**config.mk**
```make
export PLATFORM = sky130hd
export DESIGN_NAME = utf16_to_utf8_transcoder_core
export DESIGN_NICKNAME = d
export VERILOG_FILES = /design/src/hdl/u16u8_pkg.sv /design/src/hdl/u16u8_front.sv /design/src/hdl/u16u8_queue.sv /design/src/hdl/u16u8_back.sv /design/src/hdl/utf16_to_utf8_transcoder_core.sv
export VERILOG_INCLUDE_DIRS = /design/src /design/src/hdl
export SDC_FILE = /design/constraint.sdc
export NUM_CORES = 1
export LEC_CHECK = 0
export BUFFER_PORTS_ARGS = -buffer_cell sky130_fd_sc_hd__buf_2
export CAP_MARGIN = 40
export CORE_MARGIN = 1.5
export CORE_UTILIZATION = 49
export CTS_BUF_LIST = sky130_fd_sc_hd__clkbuf_2 sky130_fd_sc_hd__clkbuf_4 sky130_fd_sc_hd__clkbuf_8
export DETAILED_ROUTE_END_ITERATION = 12
export HOLD_SLACK_MARGIN = 0.15
export PLACE_DENSITY = 0.73
export RECOVER_POWER = 100
export SYNTH_ARGS = -nofsm -noshare
export SYNTH_HDL_FRONTEND = slang
export SYNTH_SLANG_ARGS = --single-unit
```
**constraint.sdc**
```tcl
create_clock -name clk -period 4.4 [get_ports clk]
set_input_delay 0.88 -clock clk [delete_from_list [all_inputs] [get_ports clk]]
set_output_delay 0.88 -clock clk [all_outputs]
set_load 0.01 [all_outputs]
```
**src/hdl/utf16_to_utf8_transcoder_core_macros.svh**
```systemverilog
// ----------------------------------------------------------------------------
// UTF-16 to UTF-8 transcoder assertion macros
// Shared concurrent assertion forms, clocked on clk, disabled during reset.
// ----------------------------------------------------------------------------
`ifndef UTF16_TO_UTF8_TRANSCODER_CORE_MACROS_SVH
`define UTF16_TO_UTF8_TRANSCODER_CORE_MACROS_SVH

// same-cycle implication
`define U16U8_ASSERT_SAME(label, ante, cons, msg) \
	label: assert property (@(posedge clk) disable iff (!arst_n) (ante) |-> (cons)) \
		else $error(msg);

// next-cycle implication
`define U16U8_ASSERT_NEXT(label, ante, cons, msg) \
	label: assert property (@(posedge clk) disable iff (!arst_n) (ante) |=> (cons)) \
		else $error(msg);

`endif

```
**src/hdl/u16u8_pkg.sv**
```systemverilog
// ----------------------------------------------------------------------------
// u16u8_pkg
// Types and constants shared by the UTF-16 to UTF-8 transcoder modules.
// ----------------------------------------------------------------------------
`default_nettype none

package u16u8_pkg;

	localparam int unsigned QDepth = 2;
	localparam int unsigned QPtrW  = $clog2(QDepth);
	localparam int unsigned QCntW  = $clog2(QDepth + 1);

	localparam logic [15:0] HIGH_FIRST = 16'hD800;
	localparam logic [15:0] HIGH_LAST  = 16'hDBFF;
	localparam logic [15:0] LOW_FIRST  = 16'hDC00;
	localparam logic [15:0] LOW_LAST   = 16'hDFFF;
	localparam logic [15:0] MAX_1BYTE  = 16'h007F;
	localparam logic [15:0] MAX_2BYTE  = 16'h07FF;
	localparam logic [20:0] SUPP_BASE  = 21'h10000;

	localparam logic [7:0] LEAD_2 = 8'hC0;
	localparam logic [7:0] LEAD_3 = 8'hE0;
	localparam logic [7:0] LEAD_4 = 8'hF0;
	localparam logic [7:0] CONT   = 8'h80;

	// bytes for one code unit: up to four, bad marks error words
	typedef struct packed {
		logic [3:0][7:0] bytes;
		logic [3:0]      bad;
		logic [1:0]      last_idx;
	} job_t;

	typedef struct packed {
		logic empty;
		logic full;
	} q_stat_t;

endpackage

`default_nettype wire

```
**src/hdl/u16u8_front.sv**
```systemverilog
// ----------------------------------------------------------------------------
// u16u8_front
// Classifies each code unit, pairs surrogates and builds its byte job.
// ----------------------------------------------------------------------------
`default_nettype none

module u16u8_front
	import u16u8_pkg::*;
(
	input  wire logic        clk,
	input  wire logic        arst_n,
	input  wire logic        accept,
	input  wire logic [15:0] code_unit,
	input  wire logic        string_end,
	output logic             push,
	output job_t             job
);

	logic [9:0]      held_bits_q;
	logic            held_q;
	logic            is_high;
	logic            is_low;
	logic [3:0][7:0] norm_bytes;
	logic [3:0]      norm_bad;
	logic [2:0]      norm_cnt;
	logic [2:0]      cnt;
	logic [20:0]     cp;

	assign is_high = code_unit inside {[HIGH_FIRST:HIGH_LAST]};
	assign is_low  = code_unit inside {[LOW_FIRST:LOW_LAST]};
	assign cp      = {1'b0, held_bits_q, code_unit[9:0]} + SUPP_BASE;

	// unit handled as if nothing were held
	always_comb begin
		norm_bytes = '0;
		norm_bad   = '0;
		norm_cnt   = 3'd0;
		if (is_low) begin
			norm_bad[0] = 1'b1;
			norm_cnt    = 3'd1;
		end else if (is_high) begin
			if (string_end) begin
				norm_bad[0] = 1'b1;
				norm_cnt    = 3'd1;
			end
		end else if (code_unit <= MAX_1BYTE) begin
			norm_bytes[0] = {1'b0, code_unit[6:0]};
			norm_cnt      = 3'd1;
		end else if (code_unit <= MAX_2BYTE) begin
			norm_bytes[0] = LEAD_2 | {3'b000, code_unit[10:6]};
			norm_bytes[1] = CONT | {2'b00, code_unit[5:0]};
			norm_cnt      = 3'd2;
		end else begin
			norm_bytes[0] = LEAD_3 | {4'b0000, code_unit[15:12]};
			norm_bytes[1] = CONT | {2'b00, code_unit[11:6]};
			norm_bytes[2] = CONT | {2'b00, code_unit[5:0]};
			norm_cnt      = 3'd3;
		end
	end

	always_comb begin
		job = '0;
		cnt = norm_cnt;
		if (held_q && is_low) begin
			job.bytes[0] = LEAD_4 | {5'b00000, cp[20:18]};
			job.bytes[1] = CONT | {2'b00, cp[17:12]};
			job.bytes[2] = CONT | {2'b00, cp[11:6]};
			job.bytes[3] = CONT | {2'b00, cp[5:0]};
			cnt          = 3'd4;
		end else if (held_q) begin
			// broken pair: error word first, then the unit itself
			job.bytes = {norm_bytes[2:0], 8'h00};
			job.bad   = {norm_bad[2:0], 1'b1};
			cnt       = norm_cnt + 3'd1;
		end else begin
			job.bytes = norm_bytes;
			job.bad   = norm_bad;
		end
		job.last_idx = 2'(cnt - 3'd1);
	end

	assign push = accept && (cnt != 3'd0);

	always_ff @(posedge clk or negedge arst_n) begin
		if (!arst_n) begin
			held_q      <= 1'b0;
			held_bits_q <= '0;
		end else if (accept) begin
			held_q      <= is_high && !string_end && !(held_q && is_low);
			held_bits_q <= (is_high && !string_end) ? code_unit[9:0] : 10'd0;
		end
	end

endmodule

`default_nettype wire

```
**src/hdl/u16u8_queue.sv**
```systemverilog
// ----------------------------------------------------------------------------
// u16u8_queue
// Short job queue between the classifier and the byte serializer.
// ----------------------------------------------------------------------------
`default_nettype none

module u16u8_queue
	import u16u8_pkg::*;
(
	input  wire logic clk,
	input  wire logic arst_n,
	input  wire logic push,
	input  wire job_t push_job,
	input  wire logic pop,
	output job_t      head,
	output q_stat_t   stat
);

	job_t             slot_q [QDepth];
	logic [QPtrW-1:0] wr_ptr_q;
	logic [QPtrW-1:0] rd_ptr_q;
	logic [QCntW-1:0] cnt_q;

	assign head       = slot_q[rd_ptr_q];
	assign stat.empty = (cnt_q == '0);
	assign stat.full  = (cnt_q == QCntW'(QDepth));

	always_ff @(posedge clk) begin
		if (push) begin
			slot_q[wr_ptr_q] <= push_job;
		end
	end

	always_ff @(posedge clk or negedge arst_n) begin
		if (!arst_n) begin
			wr_ptr_q <= '0;
			rd_ptr_q <= '0;
			cnt_q    <= '0;
		end else begin
			if (push) begin
				wr_ptr_q <= (wr_ptr_q == QPtrW'(QDepth - 1)) ? '0 : wr_ptr_q + 1'b1;
			end
			if (pop) begin
				rd_ptr_q <= (rd_ptr_q == QPtrW'(QDepth - 1)) ? '0 : rd_ptr_q + 1'b1;
			end
			if (push && !pop) begin
				cnt_q <= cnt_q + 1'b1;
			end else if (pop && !push) begin
				cnt_q <= cnt_q - 1'b1;
			end
		end
	end

endmodule

`default_nettype wire

```
**src/hdl/u16u8_back.sv**
```systemverilog
// ----------------------------------------------------------------------------
// u16u8_back
// Walks the head job one byte per cycle into the output register while m_axis is not stalled.
// ----------------------------------------------------------------------------
`default_nettype none

module u16u8_back
	import u16u8_pkg::*;
(
	input  wire logic    clk,
	input  wire logic    arst_n,
	input  wire job_t    head,
	input  wire q_stat_t stat,
	output logic         pop,
	output logic         m_axis_tvalid,
	input  wire logic    m_axis_tready,
	output logic [7:0]   m_axis_tdata,   // [7:0] out_byte
	output logic         m_axis_tlast,   // run_last
	output logic         m_axis_tuser    // [0] bad_sequence
);

	logic [1:0] idx_q;
	logic       emit;
	logic       at_end;

	assign emit   = !stat.empty && (!m_axis_tvalid || m_axis_tready);
	assign at_end = (idx_q == head.last_idx);
	assign pop    = emit && at_end;

	always_ff @(posedge clk) begin
		if (emit) begin
			m_axis_tdata <= head.bytes[idx_q];
			m_axis_tuser <= head.bad[idx_q];
			m_axis_tlast <= at_end;
		end
	end

	always_ff @(posedge clk or negedge arst_n) begin
		if (!arst_n) begin
			m_axis_tvalid <= 1'b0;
			idx_q         <= '0;
		end else if (emit) begin
			m_axis_tvalid <= 1'b1;
			idx_q         <= at_end ? 2'd0 : idx_q + 2'd1;
		end else if (m_axis_tready) begin
			m_axis_tvalid <= 1'b0;
		end
	end

endmodule

`default_nettype wire

```
**src/hdl/utf16_to_utf8_transcoder_core.sv**
```systemverilog
// ----------------------------------------------------------------------------
// utf16_to_utf8_transcoder_core
// UTF-16 code units in, UTF-8 bytes out, with surrogate pairing and errors.
// ----------------------------------------------------------------------------
//  channel   dir  tdata              tlast       tuser
//  s_axis    in   [15:0] code_unit   string_end  -
//  m_axis    out  [7:0]  out_byte    run_last    [0] bad_sequence
//
// A unit is taken when the job queue has room; its up to 4 bytes leave one per
// cycle while m_axis is not stalled, through the byte-wide output register.
// A held high surrogate is taken without queuing a job of its own.
// Reset clears the held surrogate, the queue and the output valid.
// The two-entry queue lets input and output stall independently.
// ----------------------------------------------------------------------------
`default_nettype none

`include "utf16_to_utf8_transcoder_core_macros.svh"

module utf16_to_utf8_transcoder_core
	import u16u8_pkg::*;
(
	input  wire logic        clk,
	input  wire logic        arst_n,
	input  wire logic        s_axis_tvalid,
	output logic             s_axis_tready,
	input  wire logic [15:0] s_axis_tdata,   // [15:0] code_unit
	input  wire logic        s_axis_tlast,   // string_end
	output logic             m_axis_tvalid,
	input  wire logic        m_axis_tready,
	output logic [7:0]       m_axis_tdata,   // [7:0] out_byte
	output logic             m_axis_tlast,   // run_last
	output logic             m_axis_tuser    // [0] bad_sequence
);

	logic    accept;
	logic    q_push;
	logic    q_pop;
	job_t    q_in;
	job_t    q_head;
	q_stat_t q_stat;

	assign s_axis_tready = !q_stat.full;
	assign accept        = s_axis_tvalid && s_axis_tready;

	u16u8_front u_front (
		.clk        (clk),
		.arst_n     (arst_n),
		.accept     (accept),
		.code_unit  (s_axis_tdata),
		.string_end (s_axis_tlast),
		.push       (q_push),
		.job        (q_in)
	);

	u16u8_queue u_queue (
		.clk      (clk),
		.arst_n   (arst_n),
		.push     (q_push),
		.push_job (q_in),
		.pop      (q_pop),
		.head     (q_head),
		.stat     (q_stat)
	);

	u16u8_back u_back (
		.clk           (clk),
		.arst_n        (arst_n),
		.head          (q_head),
		.stat          (q_stat),
		.pop           (q_pop),
		.m_axis_tvalid (m_axis_tvalid),
		.m_axis_tready (m_axis_tready),
		.m_axis_tdata  (m_axis_tdata),
		.m_axis_tlast  (m_axis_tlast),
		.m_axis_tuser  (m_axis_tuser)
	);

	`U16U8_ASSERT_SAME(a_bad_is_zero, m_axis_tvalid && m_axis_tuser, m_axis_tdata == 8'h00, "error word carries nonzero byte")
	`U16U8_ASSERT_SAME(a_no_push_full, q_push, !q_stat.full, "job pushed into full queue")
	`U16U8_ASSERT_SAME(a_pop_nonempty, q_pop, !q_stat.empty, "job popped from empty queue")
	`U16U8_ASSERT_NEXT(a_emit_valid, !q_stat.empty && !m_axis_tvalid, m_axis_tvalid, "queued job not shown on output")

endmodule

`default_nettype wire

```
Word level (Yosys, flattened, before mapping). Memories as Yosys holds them, arrays and structs flattened. Index checks and enable logic that the tools add are counted.

Register bits: 28. Memory bits (writable): 76. Word-level logic and storage cells: 84. Memories kept: 1.

$add $sub $neg: 8. Magnitude comparators: 7. Eq/ne operators: 2. Mux-type cells: 33. Reduce and logical (&&, ||, !) cells: 23.

Memory list: u_queue.slot_q (depth 2, width 38, read ports 1, clocked after Yosys merged registers in 0, write ports 1, line u16u8_queue.sv:19) `job_t slot_q [QDepth];`.

Operators by type and width (count): 24-bit 2-to-1 mux (2); 36-bit 2-to-1 mux (1); 16-bit greater-or-equal comparator (second input constant) (2); 16-bit less-or-equal comparator (second input constant) (2); 32-bit 2-to-1 mux (1); 8-bit 2-to-1 mux (3); 20-bit by 17-bit adder with 21-bit output (second input constant) (1); 8-bit binary-select mux with 2-bit select (1); 16-bit by 11-bit less-or-equal comparator with 1-bit output (second input constant) (1); 16-bit by 7-bit less-or-equal comparator with 1-bit output (second input constant) (1); 16-bit 2-to-1 mux (1); 3-bit 2-to-1 mux (5); 14-bit 2-to-1 mux (1); 1-bit 2-to-1 mux (12); 1-bit logical AND (11); 10-bit 2-to-1 mux (1); 1-bit zero test (7); 2-bit 2-to-1 mux (3); 2-bit by 1-bit adder with 2-bit output (second input constant) (2); 4-bit 2-to-1 mux (1); 2-bit nonzero test (2); 2-bit by 1-bit subtractor with 2-bit output (second input constant) (2); 3-bit by 1-bit adder with 3-bit output (second input constant) (1); 2-bit by 3-bit < comparator with 1-bit output (second input constant) (1); other kinds (7) (8).

Logic depth before layout (Yosys ltp). Gate-level depths: netlist of run 1.

Depth in word-level cells: 14. Depth in mapped cells: 15. Mapped depth without buffers: 13.

Hierarchy. Synthesis of run 1 repeated with hierarchy kept, for this count alone.

Cells, all modules: 349. Area total of the unflattened synthesis: 4976.0 µm².

Modules (own cells, without submodules): u16u8_queue (instances 1, cells an instance 134, area an instance 2975.4 µm²); u16u8_front (instances 1, cells an instance 171, area an instance 1260.0 µm²); u16u8_back (instances 1, cells an instance 42, area an instance 730.7 µm²); utf16_to_utf8_transcoder_core (instances 1, cells an instance 2, area an instance 10.0 µm²).

Worst setup path after synthesis of run 1. No wires, ideal clock.

Kind: input-to-reg. Start: in s_axis_tdata[11]. End: mem u_queue.slot_q[1][0] (netlist name), enable pin. Data arrival time: 5.221 ns. Data required time: 3.925 ns. Path slack: -1.296 ns. Stages on the path: 10. Cell sequence: clkbuf_2 > nand4b_1 > or2_2 > clkbuf_1 > o32a_1 > ha_1 > o22ai_1 > ha_1 > o21a_1 > nor3b_1.

Word-level cells in the longest chain between the ends: 12. Elaborated cells on any way between the ends: 20. Classes of those cells: add/sub (1); order compare (6); mux (8); reduce/logical (5).

RTL lines: start, declared (line utf16_to_utf8_transcoder_core.sv:26) `input wire logic [15:0] s_axis_tdata,`; 16-bit by 11-bit less-or-equal comparator with 1-bit output (line u16u8_front.sv:49) `end else if (code_unit <= MAX_2BYTE) begin`; 1-bit 2-to-1 mux (line u16u8_front.sv:49); 3-bit 2-to-1 mux (line u16u8_front.sv:46) `end else if (code_unit <= MAX_1BYTE) begin`; 3-bit 2-to-1 mux (line u16u8_front.sv:41) `end else if (is_high) begin`; 3-bit 2-to-1 mux (line u16u8_front.sv:38) `if (is_low) begin`; 3-bit by 1-bit adder with 3-bit output (line u16u8_front.sv:74) `cnt = norm_cnt + 3'd1;`; 3-bit 2-to-1 mux (line u16u8_front.sv:70) `end else if (held_q) begin`; 3-bit 2-to-1 mux (*) (line u16u8_front.sv:64) `if (held_q && is_low) begin`; 3-bit nonzero test (*) (line u16u8_front.sv:82) `assign push = accept && (cnt != 3'd0);`; 1-bit logical AND (*) (line u16u8_front.sv:82); 1-bit 2-to-1 mux (*) (line u16u8_queue.sv:29) `if (push) begin`; 1-bit 2-to-1 mux (implied by the code) (*) (line u16u8_queue.sv:30) `slot_q[wr_ptr_q] <= push_job;`; end, declared (line u16u8_queue.sv:19).

Every way passes the cells marked *; elsewhere a longest branch is shown, timed or not.

Final worst setup path of run 1.
Start: in s_axis_tdata[13]. End: mem u_queue.slot_q[1][9] (netlist name), enable pin.

The elaborated chain is that of the path after synthesis.

==> flow_results.org, run 1 <==
** Run status
- Status :: finished with violations
- The final reports fail on design-rule violations, max-capacitance violations, max-slew violations.

** Placed design
- In this run the tool buffered the top-level ports with 32 buffer cells.
- Routability-driven placement finished with a final weighted congestion of 0.934.
- Timing analysis after detailed placement gives a worst setup slack of roughly 0.45 ns.
- Once detailed placement completed, the half-perimeter wirelength came to between 6000 and 7000 um.
- Total placed instance area :: 4840 sq um

** Logic synthesis
- Post-synth net total :: 340
- Instance count of the mapped netlist :: roughly 320
- Commonest cells post-synth :: sky130_fd_sc_hd__edfxtp_1 (78), sky130_fd_sc_hd__dfrtp_1 (18), sky130_fd_sc_hd__clkbuf_1 (16), sky130_fd_sc_hd__mux4_2 (16), sky130_fd_sc_hd__a21oi_1 (12)
- Sequential cell area fraction in the yosys report :: 0.621
- In this run, synthesis produced a sequential element count of 96.
- Primary FF master, synth :: sky130_fd_sc_hd__edfxtp_1
- Synthesis instantiated 56 different standard cells from the library.
- Proportion of netlist area held by the largest area contributor :: 0.521
- Library cell with the highest instance count after synthesis :: sky130_fd_sc_hd__edfxtp_1
- Summed instance area of the synthesized netlist :: ~4500 sq um
- A synthesized cell averages between 10 and 15 sq um.
- Post-synthesis cell type with the largest combined area :: sky130_fd_sc_hd__edfxtp_1
- Async set-or-reset flop fraction in the synthesized netlist :: 0.188
- During synthesis, Yosys emitted a total of 0 warnings.
- By area the synthesized netlist is led by sky130_fd_sc_hd__edfxtp_1 (52%), sky130_fd_sc_hd__dfrtp_1 (10%), sky130_fd_sc_hd__mux4_2 (8.0%).
- Number of enable-type register cells in the synthesized netlist :: between 70 and 80

** CTS
- Post-CTS timing repair inserted 0 buffers for setup.
- CTS H-tree lvls :: 3
- CTS Sinks :: 96
- Number of buffers added to fix hold violations after cts :: 0
- Clock tree from TritonCTS :: yes
- After clock tree synthesis, the clock-pin slew on the worst setup and hold paths is 0.09 ns.
- Clock tree buffer depth :: 2
- CTS root buf :: sky130_fd_sc_hd__clkbuf_8
- Clock latency reported for the late side of the worst-skew pair :: 0.37 ns
- In this run, CTS created clock tree buffers numbering 9.
- Post-CTS sizing :: 0

** Timing
- The number of hold-slack violations in the final timing report came to 0.
- Setup violations remaining at the end of the flow were counted as 0.
- Setup repair after global routing left no endpoint under its margin.
- Time the final worst path needs with I/O delays and setup :: approximately 3.6 ns
- Static timing analysis puts the maximum clock frequency at roughly 0.28 GHz.
- In the finished design, the share of the clock period the worst path needs comes to 0.818.
- Post-route clock skew :: approximately 0.0074 ns
- Max-slew violation count :: 20
- At the pin with the least slew margin, the transition time is ~1.5 ns.
- Setup ws final :: 0.799 ns
- Setup total negative slack on the finished layout was measured at 0 ns.
- In this run the tightest slew margin relative to its limit is -0.0309.

** GRT
- The number of antenna violations at the first check in global routing came to 0.
- All-layer global routing usage :: 0.206
- Via count of the first global-routing pass :: approximately 2,800
- Wire length of the first global-routing pass :: ~15,000 um
- Largest net degree at the start of global routing :: 35
- Summed over all layers, the global routing overflow is 0.

** Flow run
- Max_cap viols :: 1

** Min path
- Worst Hold Class :: flip-flop to flip-flop
- Worst min-delay path endpoint :: u_front.held_bits_q[5]
- In this run the most critical hold path is launched from u_front.held_bits_q[5].
- Hold path cells :: 1

** Setup path
- For flop-to-flop paths, the worst setup slack is roughly 1.5 ns.
- In this design, the stage delay of the slowest critical-path cell is between 0.5 and 0.6 ns.
- Of all nets on the critical path, the largest fanout is 34.
- Depth of the worst register-to-register path :: 8
- In this run the number of cells on the critical path is 11.
- CP Data Required Time :: approximately 4.5 ns
- Endpoint type of the worst setup path :: flip-flop
- The largest individual stage delay along the critical path comes from the cell sky130_fd_sc_hd__nor4_1.
- The setup path with the least slack is of type input port to flip-flop.
- Worst r2r src :: u_queue.rd_ptr_q
- Count of buffer and inverter cells on the critical path :: 3
- Arrival @ worst endpoint :: around 3.7 ns
- The signal on the critical path passes through clkbuf_1, nor4_1, nand2b_1, clkbuf_1, o32a_1, ha_1, o22ai_1, ha_1, o21a_1, nor3b_1, buf_12.
- In this run the critical register-to-register path is captured at u_queue.cnt_q[1].
- The kind of cell with the highest combined delay along the critical path is simple AND/OR/NAND/NOR gates.
- The worst setup path is launched from an input port.

** Floorplan
- Row cnt :: 34
- Effective utilization at floorplan :: 0.511
- In this run the count of I/O pins placed on the die edge is 33.
- In this run the vertical extent of the chip is around 99 um.
- The floorplan step set the die width to slightly below 100 um.
- Area of the placeable core :: about 9000 sq um
- Die Area :: about 9800 sq um

** Finish
- The finished cells cover approximately 5000 sq um.
- The repair_antennas step left the layout with diodes totalling 0.
- Synthesis-to-finish area growth :: 11.2%
- For this run, the share of the core covered by cells in the final layout is 0.568.
- In the final design database the tool counted 372 nets.
- Share of final-layout standard cells stronger than drive strength 1 :: 0.199

** Route
- Routed len/inst :: about 20 um
- The first TritonRoute pass finished after 9 iterations.
- Once detail routing completed, the nets flagged for antenna violations numbered 0.
- Total DRC errors in the routed layout :: 2
- The first routing iteration left between 300 and 400 violations.
- The routed design has around 9400 um of wire.
- Routed via count :: 2,897
- After detailed routing, the number of vias per cell comes to around 6.3.

** Pwr
- Power, Total :: approximately 2.8 mW
- In this run the static leakage power is approximately 1.7 nW.
- For this design the ratio of total power to cell area is roughly 560 nW/um^2.
- Across the VDD grid, the largest voltage drop is 0.000448 V.
==> area by class of cell <==
type	count	area, sq um
tap	108	135
inverter	8	30.0
fill	726	3800
timing repair buffer	43	255
clock buffer	9	124
multi-input combinational	189	1560
clock inverter	7	103
sequential	96	2790
==> per-layer routing <==
metal,vias up,share of wire,wire [um],GRT usage
li1,1321,-,-,-
met2,131,0.48,4450,0.317
met4,0,0.018,170,0.0780
met3,15,0.068,639,0.0418
met5,-,0,0,0
met1,1430,0.44,4100,0.293
==> worst reg2reg max path: stages, from the launching register on <==
cell,delay [ns]
sky130_fd_sc_hd__dfrtp_1,0.33
sky130_fd_sc_hd__clkbuf_1,1.11
sky130_fd_sc_hd__mux2i_1,0.33
sky130_fd_sc_hd__xor2_1,0.19
sky130_fd_sc_hd__nand3_1,0.18
sky130_fd_sc_hd__ha_1,0.27
sky130_fd_sc_hd__xor2_1,0.14
sky130_fd_sc_hd__nor2_1,0.13
sky130_fd_sc_hd__xor2_1,0.15
==> cell usage in the layout (no fill, tap or decap), types with 11 or more instances in the layout <==
master,count
sky130_fd_sc_hd__buf_2,18
sky130_fd_sc_hd__mux4_2,16
sky130_fd_sc_hd__a21oi_1,12
sky130_fd_sc_hd__clkbuf_1,18
sky130_fd_sc_hd__edfxtp_1,78
sky130_fd_sc_hd__a22o_1,11
sky130_fd_sc_hd__dfrtp_1,18
sky130_fd_sc_hd__o21ai_0,11
==> power by group <==
part           total (mW)  switching, mW  internal [mW]
Clock               0.648          0.322          0.327
Combinational       0.788          0.409          0.380
Sequential           1.34         0.0856           1.26
==> kinds of logic (layout without fill, tap and decap cells) <==
| logic type | Yosys count | count (layout) | share of synthesized area |
|---|---|---|---|
| fa+ha+maj | 4 | 4 | 0.0111 |
| simple gates | 80 | 80 | 0.106 |
| mux | 27 | 27 | 0.107 |
| flops | 96 | 96 | 0.621 |
| compound gates | 67 | 67 | 0.104 |
| buf+inv | 30 | 67 | 0.0295 |
| xor+xnor | 11 | 11 | 0.0214 |
==> how the worst max path moves through the flow <==
stage	startpoint	to	slack, ns
floorplan	s_axis_tdata[11]	u_queue.slot_q[1][0]	0.31
global placement	s_axis_tdata[11]	u_queue.cnt_q[1]	0.57
detailed placement	s_axis_tdata[11]	u_queue.cnt_q[1]	0.45
CTS	s_axis_tdata[11]	u_queue.cnt_q[1]	0.81
global route	s_axis_tdata[13]	u_queue.slot_q[1][25]	0.62
finish	s_axis_tdata[13]	u_queue.slot_q[1][9]	0.80
==> per-stage QoR <==
step	hold slack, ns	cells
after global routing	0.538	460
after CTS	0.445	460
final	0.523	460
after floorplan	0.465	315
after detailed placement	0.496	444
after global placement	0.487	442
==> registers in the layout, summed over array words and instances (netlist names) <==
name / flops
u_queue.wr_ptr_q: 1
u_back.m_axis_tdata: 8
u_back.m_axis_tuser: 1
u_back.idx_q: 2
u_front.held_q: 1
u_front.held_bits_q: 10
u_queue.cnt_q: 2
u_back.m_axis_tlast: 1
u_queue.slot_q: 68
u_back.m_axis_tvalid: 1
u_queue.rd_ptr_q: 1
Note: power is estimated with default switching activity, not from simulation.
==> inputs of run 2 (changes only) <==
ABC_AREA = 1   (was default)
PLACE_DENSITY = 0.72   (was 0.73)
clock period = 3 ns   (was 4.4 ns; I/O delays follow)
==> flow_results.org, run 2 <==
** Run status
- Status :: finished, final reports clean

** Timing
- The worst clock skew came to 0.0144 ns (+0.00693 ns).
- For this run, the top clock speed supported by timing is 0.370 GHz.
- Time the final worst path needs with I/O delays and setup :: approximately 2.7 ns
- The remaining max-slew budget at the tightest pin is 0.141 (+0.172).
- Max-slew violation count :: 0 (-100%)
- The number of endpoints failing setup at the final stage is 0 (unchanged).
- Dividing the final minimum period by the clock period gives 0.901.
- RSZ-0062 raised after global routing :: false
- The number of hold-slack violations in the final timing report was 0 (unchanged).
- Actual slew at the worst max-slew pin :: 1.29 ns (-0.258 ns)
- The setup TNS is 0 ns (unchanged).

** CTS
- CTS Sinks :: 96 (unchanged)
- The post-CTS setup buffer count was 0 (unchanged).
- The number of buffers inserted by hold repair at cts is 0 (unchanged).
- Clock tree buffer depth :: 2 (unchanged)
- TritonCTS built the clock tree.
- CTS root buf :: sky130_fd_sc_hd__clkbuf_8
- The number of gates resized after CTS was 0 (unchanged).
- CTS H-tree lvls :: 3 (unchanged)
- The number of CTS-inserted buffers is 9 (unchanged).
- The clock transition time at the flip-flop clock pins of the worst setup and hold paths is 0.09 ns (about the same).
- The latest clock arrival within the worst-skew pair is 0.36 ns (about the same).

** Finish
- Post-layout utilization of the core :: 0.561 (-0.00741)
- Commonest non-fill, non-tap cells in the layout :: sky130_fd_sc_hd__nand2_1 (107), sky130_fd_sc_hd__edfxtp_1 (78), sky130_fd_sc_hd__nor2_1 (76), sky130_fd_sc_hd__o21ai_0 (46)
- Final standard cell area without fillers :: 5200 sq um (+4.1%)
- The library cell used most frequently in the layout, excluding fill and tap cells, is sky130_fd_sc_hd__nand2_1.
- Number of flip-flops under the largest register name :: 68 (unchanged)
- Compared with the post-synthesis result, the final layout area differs by 10.2%.
- The number of antenna repair diodes came to 0 (unchanged).
- Share of final-layout standard cells stronger than drive strength 1 :: 0.138 (-0.0613)
- Largest registers :: u_queue.slot_q x68, u_front.held_bits_q x10, u_back.m_axis_tdata x8
- The register with the most flip-flops in the final layout is u_queue.slot_q.
- Post-layout net count :: 558 (+50%)
- Filler instances :: 877 (+21%)

** Setup path
- CP max stage cell :: sky130_fd_sc_hd__nor2_1
- Crit start category :: input port
- CP Cell Sequence :: clkbuf_1, nor2_1, nand3_1, o21ai_0, nand2_2, ha_1, nand2_1, nand2_1, inv_1, ha_1, nand3_1, nand2_2, nor2_1, buf_12
- The required time at the worst-slack endpoint came to 3.05 ns (-1.42 ns).
- The critical path arrival came to 2.76 ns (-0.91 ns).
- The worst setup path is captured at a flip-flop.
- The biggest fanout along the worst timing path is 28 (-18%).
- The number of cells traversed by the worst register-to-register path is 9 (+1).
- Critical path type :: input port to flip-flop
- Maximum cell stage delay along the critical path :: 0.32 ns (-0.23 ns)

** GRT
- GR met2 Demand/Resource :: 0.338 (+0.0209)
- The first-pass GRT wire length is 17,200 um (+13%).
- The all-layer global routing usage came to 0.223 (+0.0165).
- The sum of overflow across all layers after global routing came to 0 (unchanged).
- Antenna violations before repair :: 0 (unchanged)
- Most Used Layer, Global Route :: met2
- Largest net degree at the start of global routing :: 33 (-5.7%)
- Met3 track utilization from global routing :: 0.0297 (-0.0122)
- The via count of the first global-routing pass came to 3,361 (+19%).
- GR met1 Demand/Resource :: 0.318 (+0.0250)

** Floorplan
- The x dimension of the die is 101 um (+2.4%).
- The die area came to 10,200 sq um (+4.8%).
- Top-level port count :: 33 (unchanged)
- The count of standard-cell rows came to 35 (+2.9%).
- The die span in y is 101 um (+2.4%).
- Effective utilization at floorplan :: 0.509 (-0.00232)
- Area of the placeable core :: 9280 sq um (+5.4%)

** Route
- Remaining antenna violation count after routing :: 0 (unchanged)
- The wire length after detailed routing was 10,500 um (+13%).
- Routed len/inst :: 15.8 um (-22%)
- The remaining design rule violation count was 0 (-2).
- The iteration count of the initial detailed-routing pass came to 5 (-4).
- The via density per instance is 5.37 (-15%).
- The via count of the routed design was 3,582 (+24%).
- The first-iteration detailed-routing DRC count came to 200 (-39%).

** Placed design
- The placement-stage cell area is 5160 sq um (+6.6%).
- The count of buffers from port buffering was 32 (unchanged).
- Detailed Place HPWL :: 7760 um (+22%)
- RD Place Congestion :: 0.964 (+3.2%)

** Logic synthesis
- Yosys attributes the largest share of cell area to sky130_fd_sc_hd__edfxtp_1 (50%), sky130_fd_sc_hd__dfrtp_1 (9.5%), sky130_fd_sc_hd__nand2_1 (8.3%).
- Mean instance size in the synthesized netlist :: 9.76 sq um (-32%)
- Library cell with the highest instance count after synthesis :: sky130_fd_sc_hd__nand2_1
- The number of warnings reported in the yosys synthesis log came to 0 (unchanged).
- Sequential cell area fraction in the yosys report :: 0.591 (-0.0293)
- Post-synthesis cell type with the largest combined area :: sky130_fd_sc_hd__edfxtp_1
- In the synthesized netlist, the cells that appear most often are sky130_fd_sc_hd__nand2_1 (105), sky130_fd_sc_hd__edfxtp_1 (78), sky130_fd_sc_hd__nor2_1 (73).
- Post-synth net total :: 509 (+50%)
- Number of enable-type register cells in the synthesized netlist :: 78 (unchanged)
- The combined area of all synthesized cells came to 4720 sq um (+4.9%).
- Instance count of the mapped netlist :: 484 (+54%)
- Async set-or-reset flop fraction in the synthesized netlist :: 0.188 (unchanged)
- The count of unique library cells instantiated by Yosys came to 36 (-36%).
- Proportion of netlist area held by the largest area contributor :: 0.496 (-0.0246)
- Primary FF master, synth :: sky130_fd_sc_hd__edfxtp_1
- The number of synthesized register bits came to 96 (unchanged).

** Min path
- The path class of the tightest hold or removal check is input port to async pin.

** Pwr
- Pwr dens :: 801 nW/um^2 (+44%)
- Worst ir drop on vdd :: 0.000315 V (-30%)
- The power after layout was 4.17 mW (+50%).
- Cell leakage power :: 2.14 nW (+26%)

** Flow run
- The number of max-cap violations is 0 (-1).
## run 2: cell count changes in the layout (fill, tap and decap cells not counted), sizes merged, moves of 7 or more
cell	delta
mux2	-8
inv	+27
nor2	+73
mux4	-16
o31ai	+7
nand2	+104
nand3	+26
nor4	-8
a22o	-11
o21ai	+39
clkbuf	+7
## run 2: cell families after synthesis
logic type,synth area share
compound gates,0.105
simple gates,0.225
flops,0.591
xor+xnor,0.0130
buf+inv,0.0548
fa+ha+maj,0.0106
## run 2: worst max-delay path, delay by kind of cell
| kind | cells | cell delay, ns |
|---|---|---|
| AOI/OAI and AO/OA | 1 | 0.23 |
| and+or+nand+nor | 8 | 1.05 |
| buffers and inverters | 3 | 0.42 |
| adders and majority gates | 2 | 0.45 |
## run 2: where the power goes
part / switching [mW] / leakage, nW / internal, mW
registers: 0.0941 / 0.954 / 1.87
logic: 0.962 / 1.10 / 0.459
clock network: 0.471 / 0.0859 / 0.317
## run 2: area by class of cell
class / instances / area [sq um] / area share
clock inverters: 7 / 62.6 / 0.0120
well taps: 129 / 161 / 0.0310
flip-flops and latches: 96 / 2790 / 0.537
inverters: 40 / 163 / 0.0313
clock buffers: 9 / 124 / 0.0238
multi-input cells: 330 / 1590 / 0.306
repair buffers: 56 / 310 / 0.0596
## run 2: worst paths after layout
| kind | start | slack (ns) | to |
|---|---|---|---|
| max in group asynchronous | arst_n | 1.95 | u_front.held_bits_q[0] |
| worst min register to register | u_queue.cnt_q[0] | 0.48 | u_queue.cnt_q[0] |
| worst max-delay path | s_axis_tdata[13] | 0.30 | u_queue.slot_q[1][17] |
| worst min-delay path | arst_n | 0.41 | u_back.idx_q[1] |
| worst max register to register | u_back.m_axis_tvalid | 0.58 | u_queue.cnt_q[1] |
| min in group clk | m_axis_tready | 0.43 | u_back.m_axis_tvalid |
## run 2: metrics by stage
| stage | setup WS (ns) | instances | hold WS (ns) |
|---|---|---|---|
| after floorplan | 0.0523 | 484 | 0.304 |
| after global placement | 0.0643 | 651 | 0.464 |
| after detailed placement | 0.00281 | 651 | 0.468 |
| after CTS | 0.396 | 667 | 0.179 |
| after global routing | 0.120 | 667 | 0.438 |
| final | 0.298 | 667 | 0.406 |
## run 2: per-layer routing
layer  up-vias  routed length (um)  part of all wire
met1      1686                4810              0.46
li1       1733                   -                 -
met4         0                 371             0.035
met5         -                   0                 0
met2       140                4670              0.44
met3        23                 684             0.065
